==> src/key_press_duration_classifier_assert.svh <==
// assertion macros for the key press duration classifier
// used by the top level, no other dependencies
`ifndef KEY_PRESS_DURATION_CLASSIFIER_ASSERT_SVH
`define KEY_PRESS_DURATION_CLASSIFIER_ASSERT_SVH

// same-cycle implication, muted during reset
`define KPDC_ASSERT_IMP(lbl, ante, cons) \
  lbl: assert property (@(posedge clk_i) disable iff (!rst_ni) (ante) |-> (cons)) \
    else $error("kpdc assertion failed");

// next-cycle implication, muted during reset
`define KPDC_ASSERT_NXT(lbl, ante, cons) \
  lbl: assert property (@(posedge clk_i) disable iff (!rst_ni) (ante) |=> (cons)) \
    else $error("kpdc assertion failed");

`endif

==> src/kpdc_pkg.sv <==
// shared types and constants of the key press duration classifier
// no dependencies
package kpdc_pkg;

  localparam int KEY_SLOTS = 6;
  localparam int SLOT_W    = (KEY_SLOTS > 1) ? $clog2(KEY_SLOTS) : 1;

  localparam int TYPE_W  = 5;
  localparam int CODE_W  = 16;
  localparam int VAL_W   = 2;
  localparam int TS_W    = 64;
  localparam int CLS_W   = 2;
  localparam int THR_W   = 40;
  localparam int CFG_AW  = 5;
  localparam int CFG_DW  = 64;
  localparam int IN_DW   = 88;
  localparam int OUT_DW  = 24;

  localparam logic [TYPE_W-1:0] EVENT_KEY   = TYPE_W'(1);
  localparam logic [VAL_W-1:0]  VAL_RELEASE = VAL_W'(0);
  localparam logic [VAL_W-1:0]  VAL_PRESS   = VAL_W'(1);

  localparam logic [CLS_W-1:0] CLASS_SHORT   = CLS_W'(0);
  localparam logic [CLS_W-1:0] CLASS_LONG    = CLS_W'(1);
  localparam logic [CLS_W-1:0] CLASS_ALWAYS  = CLS_W'(2);
  localparam logic [CLS_W-1:0] CLASS_INVALID = CLS_W'(3);

  localparam logic [1:0] REG_SHORT_MAX  = 2'd0;
  localparam logic [1:0] REG_LONG_MIN   = 2'd1;
  localparam logic [1:0] REG_LONG_MAX   = 2'd2;
  localparam logic [1:0] REG_ALWAYS_MIN = 2'd3;

  localparam logic [THR_W-1:0] RST_SHORT_MAX  = THR_W'(64'd600000000);
  localparam logic [THR_W-1:0] RST_LONG_MIN   = THR_W'(64'd2000000000);
  localparam logic [THR_W-1:0] RST_LONG_MAX   = THR_W'(64'd7000000000);
  localparam logic [THR_W-1:0] RST_ALWAYS_MIN = THR_W'(64'd10000000000);

  typedef enum logic [2:0] {
    ST_IDLE,
    ST_SCAN,
    ST_SUB,
    ST_CMP,
    ST_FIN
  } state_e;

  typedef struct packed {
    logic [THR_W-1:0] short_max;
    logic [THR_W-1:0] long_min;
    logic [THR_W-1:0] long_max;
    logic [THR_W-1:0] always_min;
  } cfg_t;

  typedef struct packed {
    logic [TS_W-1:0] a;
    logic [TS_W-1:0] b;
  } alu_req_t;

  typedef struct packed {
    logic            borrow;
    logic [TS_W-1:0] diff;
  } alu_rsp_t;

endpackage

==> src/key_press_duration_classifier.sv <==
// top level: slot table, scan sequencer and result register
// flow: accept, scan the slots in order (up to KEY_SLOTS), then issue; a release adds one
// subtract and four compares on the shared subtractor; a key value other than press or release
// issues with no scan; a scan with no hit and a non-key event issue nothing; a new request is
// taken only in idle, once the last one ends, and also while the last result waits; reset clears
// the table and loads the default thresholds, slot times stay unset until a press writes them
module key_press_duration_classifier (
  input  logic                          clk_i,
  input  logic                          rst_ni,
  input  logic                          s_axis_tvalid,
  output logic                          s_axis_tready,
  // key_code[15:0], key_value[17:16], timestamp_ns[81:18], zero pad
  input  logic [kpdc_pkg::IN_DW-1:0]    s_axis_tdata,
  // event_type[4:0]
  input  logic [kpdc_pkg::TYPE_W-1:0]   s_axis_tuser,
  output logic                          m_axis_tvalid,
  input  logic                          m_axis_tready,
  // out_key_code[15:0], out_key_value[17:16], press_class[19:18], zero pad
  output logic [kpdc_pkg::OUT_DW-1:0]   m_axis_tdata,
  input  logic                          psel,
  input  logic                          penable,
  input  logic                          pwrite,
  input  logic [kpdc_pkg::CFG_AW-1:0]   paddr,
  input  logic [kpdc_pkg::CFG_DW-1:0]   pwdata,
  output logic [kpdc_pkg::CFG_DW-1:0]   prdata,
  output logic                          pready
);
  import kpdc_pkg::*;

  cfg_t     cfg;
  alu_req_t alu_req;
  alu_rsp_t alu_rsp;

  state_e state_q, state_d;

  logic [CODE_W-1:0] code_q;
  logic [VAL_W-1:0]  val_q;
  logic [TS_W-1:0]   ts_q;
  logic [TS_W-1:0]   hold_q;
  logic [SLOT_W-1:0] idx_q;
  logic [1:0]        step_q;
  logic [3:0]        flags_q;

  logic [KEY_SLOTS-1:0] in_use_q;
  logic [CODE_W-1:0]    slot_code_q [KEY_SLOTS];
  logic [TS_W-1:0]      slot_time_q [KEY_SLOTS];

  logic              out_valid_q;
  logic [CODE_W-1:0] out_code_q;
  logic [VAL_W-1:0]  out_val_q;
  logic [CLS_W-1:0]  out_cls_q;

  logic              in_acc;
  logic              is_press;
  logic              is_release;
  logic              in_key;
  logic [VAL_W-1:0]  in_val;
  logic              hit;
  logic              last_slot;
  logic              out_free;
  logic [CLS_W-1:0]  cls;

  kpdc_cfg u_cfg (
    .clk_i   (clk_i),
    .rst_ni  (rst_ni),
    .psel    (psel),
    .penable (penable),
    .pwrite  (pwrite),
    .paddr   (paddr),
    .pwdata  (pwdata),
    .prdata  (prdata),
    .pready  (pready),
    .cfg_o   (cfg)
  );

  kpdc_alu u_alu (
    .req_i (alu_req),
    .rsp_o (alu_rsp)
  );

  assign in_acc     = s_axis_tvalid & s_axis_tready;
  assign in_key     = (s_axis_tuser == EVENT_KEY);
  assign in_val     = s_axis_tdata[17:16];
  assign is_press   = (val_q == VAL_PRESS);
  assign is_release = (val_q == VAL_RELEASE);
  assign last_slot  = (idx_q == SLOT_W'(KEY_SLOTS - 1));
  assign out_free   = ~out_valid_q | m_axis_tready;

  // next state
  always_comb begin
    state_d = state_q;
    case (state_q)
      ST_IDLE: begin
        if (in_acc && in_key) begin
          if (in_val == VAL_PRESS || in_val == VAL_RELEASE) state_d = ST_SCAN;
          else state_d = ST_FIN;
        end
      end
      ST_SCAN: begin
        if (hit) state_d = is_press ? ST_FIN : ST_SUB;
        else if (last_slot) state_d = ST_IDLE;
      end
      ST_SUB: state_d = ST_CMP;
      ST_CMP: begin
        if (step_q == 2'd3) state_d = ST_FIN;
      end
      ST_FIN: begin
        if (out_free) state_d = ST_IDLE;
      end
      default: state_d = ST_IDLE;
    endcase
  end

  // outputs and datapath control
  always_comb begin
    s_axis_tready = 1'b0;
    hit           = 1'b0;
    alu_req.a     = ts_q;
    alu_req.b     = slot_time_q[idx_q];
    case (state_q)
      ST_IDLE: s_axis_tready = 1'b1;
      ST_SCAN: begin
        if (is_press) hit = ~in_use_q[idx_q];
        else hit = in_use_q[idx_q] & (slot_code_q[idx_q] == code_q);
      end
      ST_CMP: begin
        case (step_q)
          2'd0: begin
            alu_req.a = TS_W'(cfg.short_max);
            alu_req.b = hold_q;
          end
          2'd1: begin
            alu_req.a = hold_q;
            alu_req.b = TS_W'(cfg.long_min);
          end
          2'd2: begin
            alu_req.a = TS_W'(cfg.long_max);
            alu_req.b = hold_q;
          end
          default: begin
            alu_req.a = hold_q;
            alu_req.b = TS_W'(cfg.always_min);
          end
        endcase
      end
      default: ;
    endcase
  end

  always_comb begin
    if (!is_release) cls = CLASS_SHORT;
    else if (flags_q[0]) cls = CLASS_SHORT;
    else if (flags_q[1] && flags_q[2]) cls = CLASS_LONG;
    else if (flags_q[3]) cls = CLASS_ALWAYS;
    else cls = CLASS_INVALID;
  end

  always_ff @(posedge clk_i or negedge rst_ni) begin
    if (!rst_ni) begin
      state_q     <= ST_IDLE;
      idx_q       <= '0;
      step_q      <= '0;
      in_use_q    <= '0;
      out_valid_q <= 1'b0;
      for (int i = 0; i < KEY_SLOTS; i++) begin
        slot_code_q[i] <= '0;
      end
    end else begin
      state_q <= state_d;
      if (state_q == ST_FIN && out_free) begin
        out_valid_q <= 1'b1;
      end else if (m_axis_tready) begin
        out_valid_q <= 1'b0;
      end
      case (state_q)
        ST_IDLE: idx_q <= '0;
        ST_SCAN: begin
          if (hit) begin
            in_use_q[idx_q]    <= is_press;
            slot_code_q[idx_q] <= is_press ? code_q : '0;
          end else if (!last_slot) begin
            idx_q <= idx_q + SLOT_W'(1);
          end
        end
        ST_SUB: step_q <= '0;
        ST_CMP: step_q <= step_q + 2'd1;
        default: ;
      endcase
    end
  end

  // payload registers
  always_ff @(posedge clk_i) begin
    if (in_acc) begin
      code_q <= s_axis_tdata[15:0];
      val_q  <= in_val;
      ts_q   <= s_axis_tdata[81:18];
    end
    if (state_q == ST_SCAN && hit && is_press) slot_time_q[idx_q] <= ts_q;
    if (state_q == ST_SUB) hold_q <= alu_rsp.diff;
    if (state_q == ST_CMP) flags_q[step_q] <= ~alu_rsp.borrow;
    if (state_q == ST_FIN && out_free) begin
      out_code_q <= code_q;
      out_val_q  <= val_q;
      out_cls_q  <= cls;
    end
  end

  assign m_axis_tvalid = out_valid_q;
  assign m_axis_tdata  = {4'b0, out_cls_q, out_val_q, out_code_q};

`include "key_press_duration_classifier_assert.svh"

  `KPDC_ASSERT_IMP(a_out_from_fin, $rose(m_axis_tvalid), $past(state_q == ST_FIN))
  `KPDC_ASSERT_IMP(a_class_only_release, out_valid_q && (out_val_q != VAL_RELEASE), out_cls_q == CLASS_SHORT)
  `KPDC_ASSERT_NXT(a_press_claims, state_q == ST_SCAN && hit && is_press, in_use_q[$past(idx_q)])

endmodule

==> src/kpdc_cfg.sv <==
// threshold registers behind the apb-style configuration port
// depends on kpdc_pkg
module kpdc_cfg (
  input  logic                          clk_i,
  input  logic                          rst_ni,
  input  logic                          psel,
  input  logic                          penable,
  input  logic                          pwrite,
  input  logic [kpdc_pkg::CFG_AW-1:0]   paddr,
  input  logic [kpdc_pkg::CFG_DW-1:0]   pwdata,
  output logic [kpdc_pkg::CFG_DW-1:0]   prdata,
  output logic                          pready,
  output kpdc_pkg::cfg_t                cfg_o
);
  import kpdc_pkg::*;

  cfg_t       cfg_q;
  logic [1:0] reg_idx;
  logic       wr_en;

  assign pready  = 1'b1;
  assign reg_idx = paddr[CFG_AW-1:3];
  assign wr_en   = psel & penable & pwrite & pready;
  assign cfg_o   = cfg_q;

  always_ff @(posedge clk_i or negedge rst_ni) begin
    if (!rst_ni) begin
      cfg_q.short_max  <= RST_SHORT_MAX;
      cfg_q.long_min   <= RST_LONG_MIN;
      cfg_q.long_max   <= RST_LONG_MAX;
      cfg_q.always_min <= RST_ALWAYS_MIN;
    end else if (wr_en) begin
      case (reg_idx)
        REG_SHORT_MAX:  cfg_q.short_max  <= pwdata[THR_W-1:0];
        REG_LONG_MIN:   cfg_q.long_min   <= pwdata[THR_W-1:0];
        REG_LONG_MAX:   cfg_q.long_max   <= pwdata[THR_W-1:0];
        REG_ALWAYS_MIN: cfg_q.always_min <= pwdata[THR_W-1:0];
        default: ;
      endcase
    end
  end

  always_comb begin
    case (reg_idx)
      REG_SHORT_MAX:  prdata = CFG_DW'(cfg_q.short_max);
      REG_LONG_MIN:   prdata = CFG_DW'(cfg_q.long_min);
      REG_LONG_MAX:   prdata = CFG_DW'(cfg_q.long_max);
      REG_ALWAYS_MIN: prdata = CFG_DW'(cfg_q.always_min);
      default:        prdata = '0;
    endcase
  end

endmodule

==> src/kpdc_alu.sv <==
// shared 64-bit subtractor, gives difference and borrow
// used for the hold time and for every threshold compare; depends on kpdc_pkg
module kpdc_alu (
  input  kpdc_pkg::alu_req_t req_i,
  output kpdc_pkg::alu_rsp_t rsp_o
);
  import kpdc_pkg::*;

  logic [TS_W:0] full;

  assign full         = {1'b0, req_i.a} - {1'b0, req_i.b};
  assign rsp_o.diff   = full[TS_W-1:0];
  assign rsp_o.borrow = full[TS_W];

endmodule
==> config.mk <==
export PLATFORM = sky130hd
export DESIGN_NAME = key_press_duration_classifier
export DESIGN_NICKNAME = d
export VERILOG_FILES = /design/src/kpdc_pkg.sv /design/src/key_press_duration_classifier.sv /design/src/kpdc_cfg.sv /design/src/kpdc_alu.sv
export VERILOG_INCLUDE_DIRS = /design/src /design/src/src
export SDC_FILE = /design/constraint.sdc
export NUM_CORES = 1
export LEC_CHECK = 0
export BUFFER_PORTS_ARGS = -buffer_cell sky130_fd_sc_hd__buf_2
export CELL_PAD_IN_SITES_DETAIL_PLACEMENT = 1
export CELL_PAD_IN_SITES_GLOBAL_PLACEMENT = 2
export CORE_MARGIN = 1
export CORE_UTILIZATION = 43
export DETAILED_ROUTE_END_ITERATION = 8
export PLACE_DENSITY = 0.87
export SLEW_MARGIN = 30
export SYNTH_ARGS = -nofsm -noshare
export SYNTH_HDL_FRONTEND = slang
export SYNTH_SLANG_ARGS = --single-unit
==> constraint.sdc <==
create_clock -name clk_i -period 6.43 [get_ports clk_i]
set_input_delay 0.9645 -clock clk_i [delete_from_list [all_inputs] [get_ports clk_i]]
set_output_delay 0.9645 -clock clk_i [all_outputs]
set_load 0.01 [all_outputs]
==> impl_metrics.json <==
{
  "outcome": "finished, final reports clean",
  "total_leakage_power_nw": 16.4,
  "gp_congestion": 0.940,
  "holdWs_ns": 0.293,
  "cts_repair_resize_count": 0,
  "grt_overflow": 0,
  "floorplan.initialDensity_pct": 43.4,
  "ios": 260,
  "fin_skew_ns": 0.0251,
  "drt_wl_total_um": 111000,
  "chipWidth_um": 301,
  "cap_violations": 0,
  "crit_path_top_delay_cell": "sky130_fd_sc_hd__a311oi_1",
  "via_count": 25321,
  "post-dp-hpwl_um": 69900,
  "num_rows": 109,
  "mappedNetlistArea_um2": 38400,
  "max-slew-margin-rel_pct": 29.4,
  "dieArea_um2": 90400,
  "rsz_0062_raised_after_global_routing": "false",
  "totalNegativeSetupSlack_ns": 0,
  "holdCritPathClass": "in -> async",
  "post-route-min-period_ns": 5.92,
  "clockRootBuffer": "sky130_fd_sc_hd__clkbuf_16",
  "worst-setup-path-type": "reg -> reg",
  "cts_tree": "yes",
  "number_of_different_library_cells_in_the_post_synthesis_netlist": 75,
  "post-route-drc-count": 0,
  "route.detailed.wl_per_inst_um": 26.5,
  "mostFrequentLayoutCells": "sky130_fd_sc_hd__edfxtp_1 (554), sky130_fd_sc_hd__dfrtp_1 (222), sky130_fd_sc_hd__nand2_1 (211), sky130_fd_sc_hd__buf_2 (195), sky130_fd_sc_hd__a21oi_1 (172)",
  "report.final.setup_viol": 0,
  "final-max-slew-violation-count": 0,
  "synth_cells": 2786,
  "drtPass1Iterations": 5,
  "number_of_antenna_violations_at_the_first_check_in_global_routing": 4,
  "number_of_buffer_and_inverter_stages_on_the_critical_path": 1,
  "cts_max_level": 3,
  "first_global_vias": 27277,
  "clock_buffers_created_by_tritoncts": 91,
  "via_per_inst": 6.06,
  "yosys_warnings": 0,
  "layout-drive-gt1-share_pct": 25.9,
  "final_common_cell": "sky130_fd_sc_hd__edfxtp_1",
  "grt_start_max_net_pins": 133,
  "synthesis.area_per_instance_um2": 13.8,
  "clkSinkCount": 825,
  "worstSkewPairLatency_ns": 0.65,
  "crit_chain": "nand2b_1, or2_4, nor2_1, and2_1, buf_4, a21oi_1, ha_1, a211o_1, a21oi_1, o2111ai_1, a311oi_1, nor2_1, a41o_1, a41oi_1, xnor2_1",
  "vdd_drop_max_uv": 227,
  "cts.path.max_buffers": 3,
  "antenna_left": 0,
  "num-nets-final": 3175,
  "cp_max_fo": 42,
  "chipHeight_um": 301,
  "cp_slowest_stage_delay_ns": 0.70,
  "io_buffer_count": 197,
  "clk_transition_reported_paths_ns": 0.06,
  "timing.reg2reg.setup_slack_ns": 0.51,
  "grt_use_total_pct": 24.5,
  "worst_ep_required_time_ns": 6.82,
  "design.core.area_um2": 88400,
  "max_clock_freq_mhz": 169,
  "largest_delay_share_family_worst_path": "compound AO/OA/AOI/OAI gates",
  "number_of_synthesized_flops_with_an_enable_pin": 554,
  "synth.yosys.seq_area_share_pct": 61.2,
  "first_pass_grt_wire_length_um": 169000,
  "cts_hold_buf": 0,
  "worstSetupStartpointType": "register",
  "detailedRoute.firstIterationViolations": 2201,
  "crit_arrival_ns": 6.31,
  "area_growth_pct": 14.4,
  "synth.ff_latch_count": 825,
  "timing_hold_violations_final": 0,
  "dominant_register_cell_in_the_synthesized_netlist": "sky130_fd_sc_hd__edfxtp_1",
  "critPathCaptureType": "register",
  "final_min_period_over_clock_period_pct": 92.1,
  "ys_async_sr_fraction_pct": 32.8,
  "max_slew.worst_pin.slew_ns": 1.06,
  "power.density_nw_per_um2": 397,
  "post-cts-setup-buffer-count": 0
}
## metal layers
metal  up-vias  GRT usage, %  routed length [um]
met2       794          41.3               54700
li1      10985             -                   -
met5         -             0                  13
met3       210          3.30                5990
met4         2          9.17                3590
met1     13330          32.3               46300
## through the flow
| stage | std cells | total power (W) | setup WS (ns) | instance area (um^2) | utilization [%] |
|---|---|---|---|---|---|
| detailed placement | 4006 | 0.0117 | 0.664 | 40600 | 45.9 |
| global route | 4178 | 0.0182 | 0.217 | 43900 | 49.7 |
| CTS | 4176 | 0.0175 | 0.632 | 43900 | 49.6 |
| finish | 4179 | 0.0174 | 0.511 | 43900 | 49.7 |
| floorplan | 2813 | 0.0103 | 0.989 | 38500 | - |
| global placement | 4003 | 0.0115 | 0.773 | 40500 | 45.9 |
## worst register-to-register path, cell delays in order, from the launching register on
cell and delay (ns):
sky130_fd_sc_hd__dfrtp_1 0.51, sky130_fd_sc_hd__nand2b_1 0.41, sky130_fd_sc_hd__or2_4 0.53, sky130_fd_sc_hd__nor2_1 0.43, sky130_fd_sc_hd__and2_1 0.55, sky130_fd_sc_hd__buf_4 0.33
sky130_fd_sc_hd__a21oi_1 0.11, sky130_fd_sc_hd__ha_1 0.40, sky130_fd_sc_hd__a211o_1 0.30, sky130_fd_sc_hd__a21oi_1 0.26, sky130_fd_sc_hd__o2111ai_1 0.25, sky130_fd_sc_hd__a311oi_1 0.70
sky130_fd_sc_hd__nor2_1 0.19, sky130_fd_sc_hd__a41o_1 0.31, sky130_fd_sc_hd__a41oi_1 0.27, sky130_fd_sc_hd__xnor2_1 0.12
## cell usage after synthesis, types with 45 or more instances
cell / count / area share (%)
sky130_fd_sc_hd__a22o_1: 49 / 1.1
sky130_fd_sc_hd__mux2_2: 170 / 5.0
sky130_fd_sc_hd__edfxtp_1: 554 / 43
sky130_fd_sc_hd__nand2_1: 211 / 2.1
sky130_fd_sc_hd__a211oi_1: 75 / 1.5
sky130_fd_sc_hd__mux2i_1: 77 / 2.0
sky130_fd_sc_hd__a32o_1: 48 / 1.3
sky130_fd_sc_hd__dfstp_2: 46 / 3.2
sky130_fd_sc_hd__ha_1: 70 / 2.3
sky130_fd_sc_hd__dfrtp_1: 225 / 15
sky130_fd_sc_hd__o21ai_0: 124 / 1.6
sky130_fd_sc_hd__nor2_1: 157 / 1.5
sky130_fd_sc_hd__xnor2_1: 45 / 1.0
sky130_fd_sc_hd__mux4_2: 115 / 6.8
sky130_fd_sc_hd__a22oi_1: 79 / 1.5
sky130_fd_sc_hd__a21oi_1: 172 / 2.2
sky130_fd_sc_hd__clkbuf_1: 141 / 1.4
## layout make-up
cell class / instances / area (um^2)
Fill cell: 8666 / 44500
Multi-Input combinational cell: 1734 / 13900
Antenna cell: 2 / 5.00
Tap cell: 1165 / 1460
Sequential cell: 825 / 23500
Inverter: 22 / 82.6
Timing Repair Buffer: 261 / 1640
Clock buffer: 118 / 2540
Clock inverter: 52 / 742
## flip-flops by register name (all words and copies together) (netlist names)
register,cells
out_code_q,16
val_q,2
in_use_q,6
slot_code_q,96
u_cfg.cfg_o,160
m_axis_tvalid,1
idx_q,3
slot_time_q,384
step_q,2
state_q,3
hold_q,64
out_val_q,2
ts_q,64
out_cls_q,2
code_q,16
flags_q,4
## path summary, 6_finish.rpt
check	endpoint	cells after the start	startpoint
min in group clk_i	in_use_q[2]	1	in_use_q[2]
max	hold_q[57]	15	state_q[2]
max reg2reg	hold_q[57]	15	state_q[2]
min reg2reg	in_use_q[2]	1	in_use_q[2]
min	u_cfg.cfg_o[34]	1	rst_ni
max in group asynchronous	idx_q[0]	3	rst_ni
## logic make-up (layout without fill, tap and decap cells)
group	count (synthesis)	count (layout)	share of synthesized area (%)
compound gates	671	671	11.8
xor+xnor	74	74	1.69
fa+ha+maj	71	71	2.34
buf+inv	254	453	2.95
flops	825	825	61.2
mux	362	362	13.8
other cells	2	31	0.0196
simple gates	527	527	6.20
## power by group
part / switching [W] / leakage (nW) / internal (W)
Combinational: 0.00258 / 6.38 / 0.00197
Sequential: 0.000564 / 8.43 / 0.00660
Clock: 0.00220 / 1.59 / 0.00352
Total: 0.00534 / 16.4 / 0.0121
(Power assumes the default switching activity.)
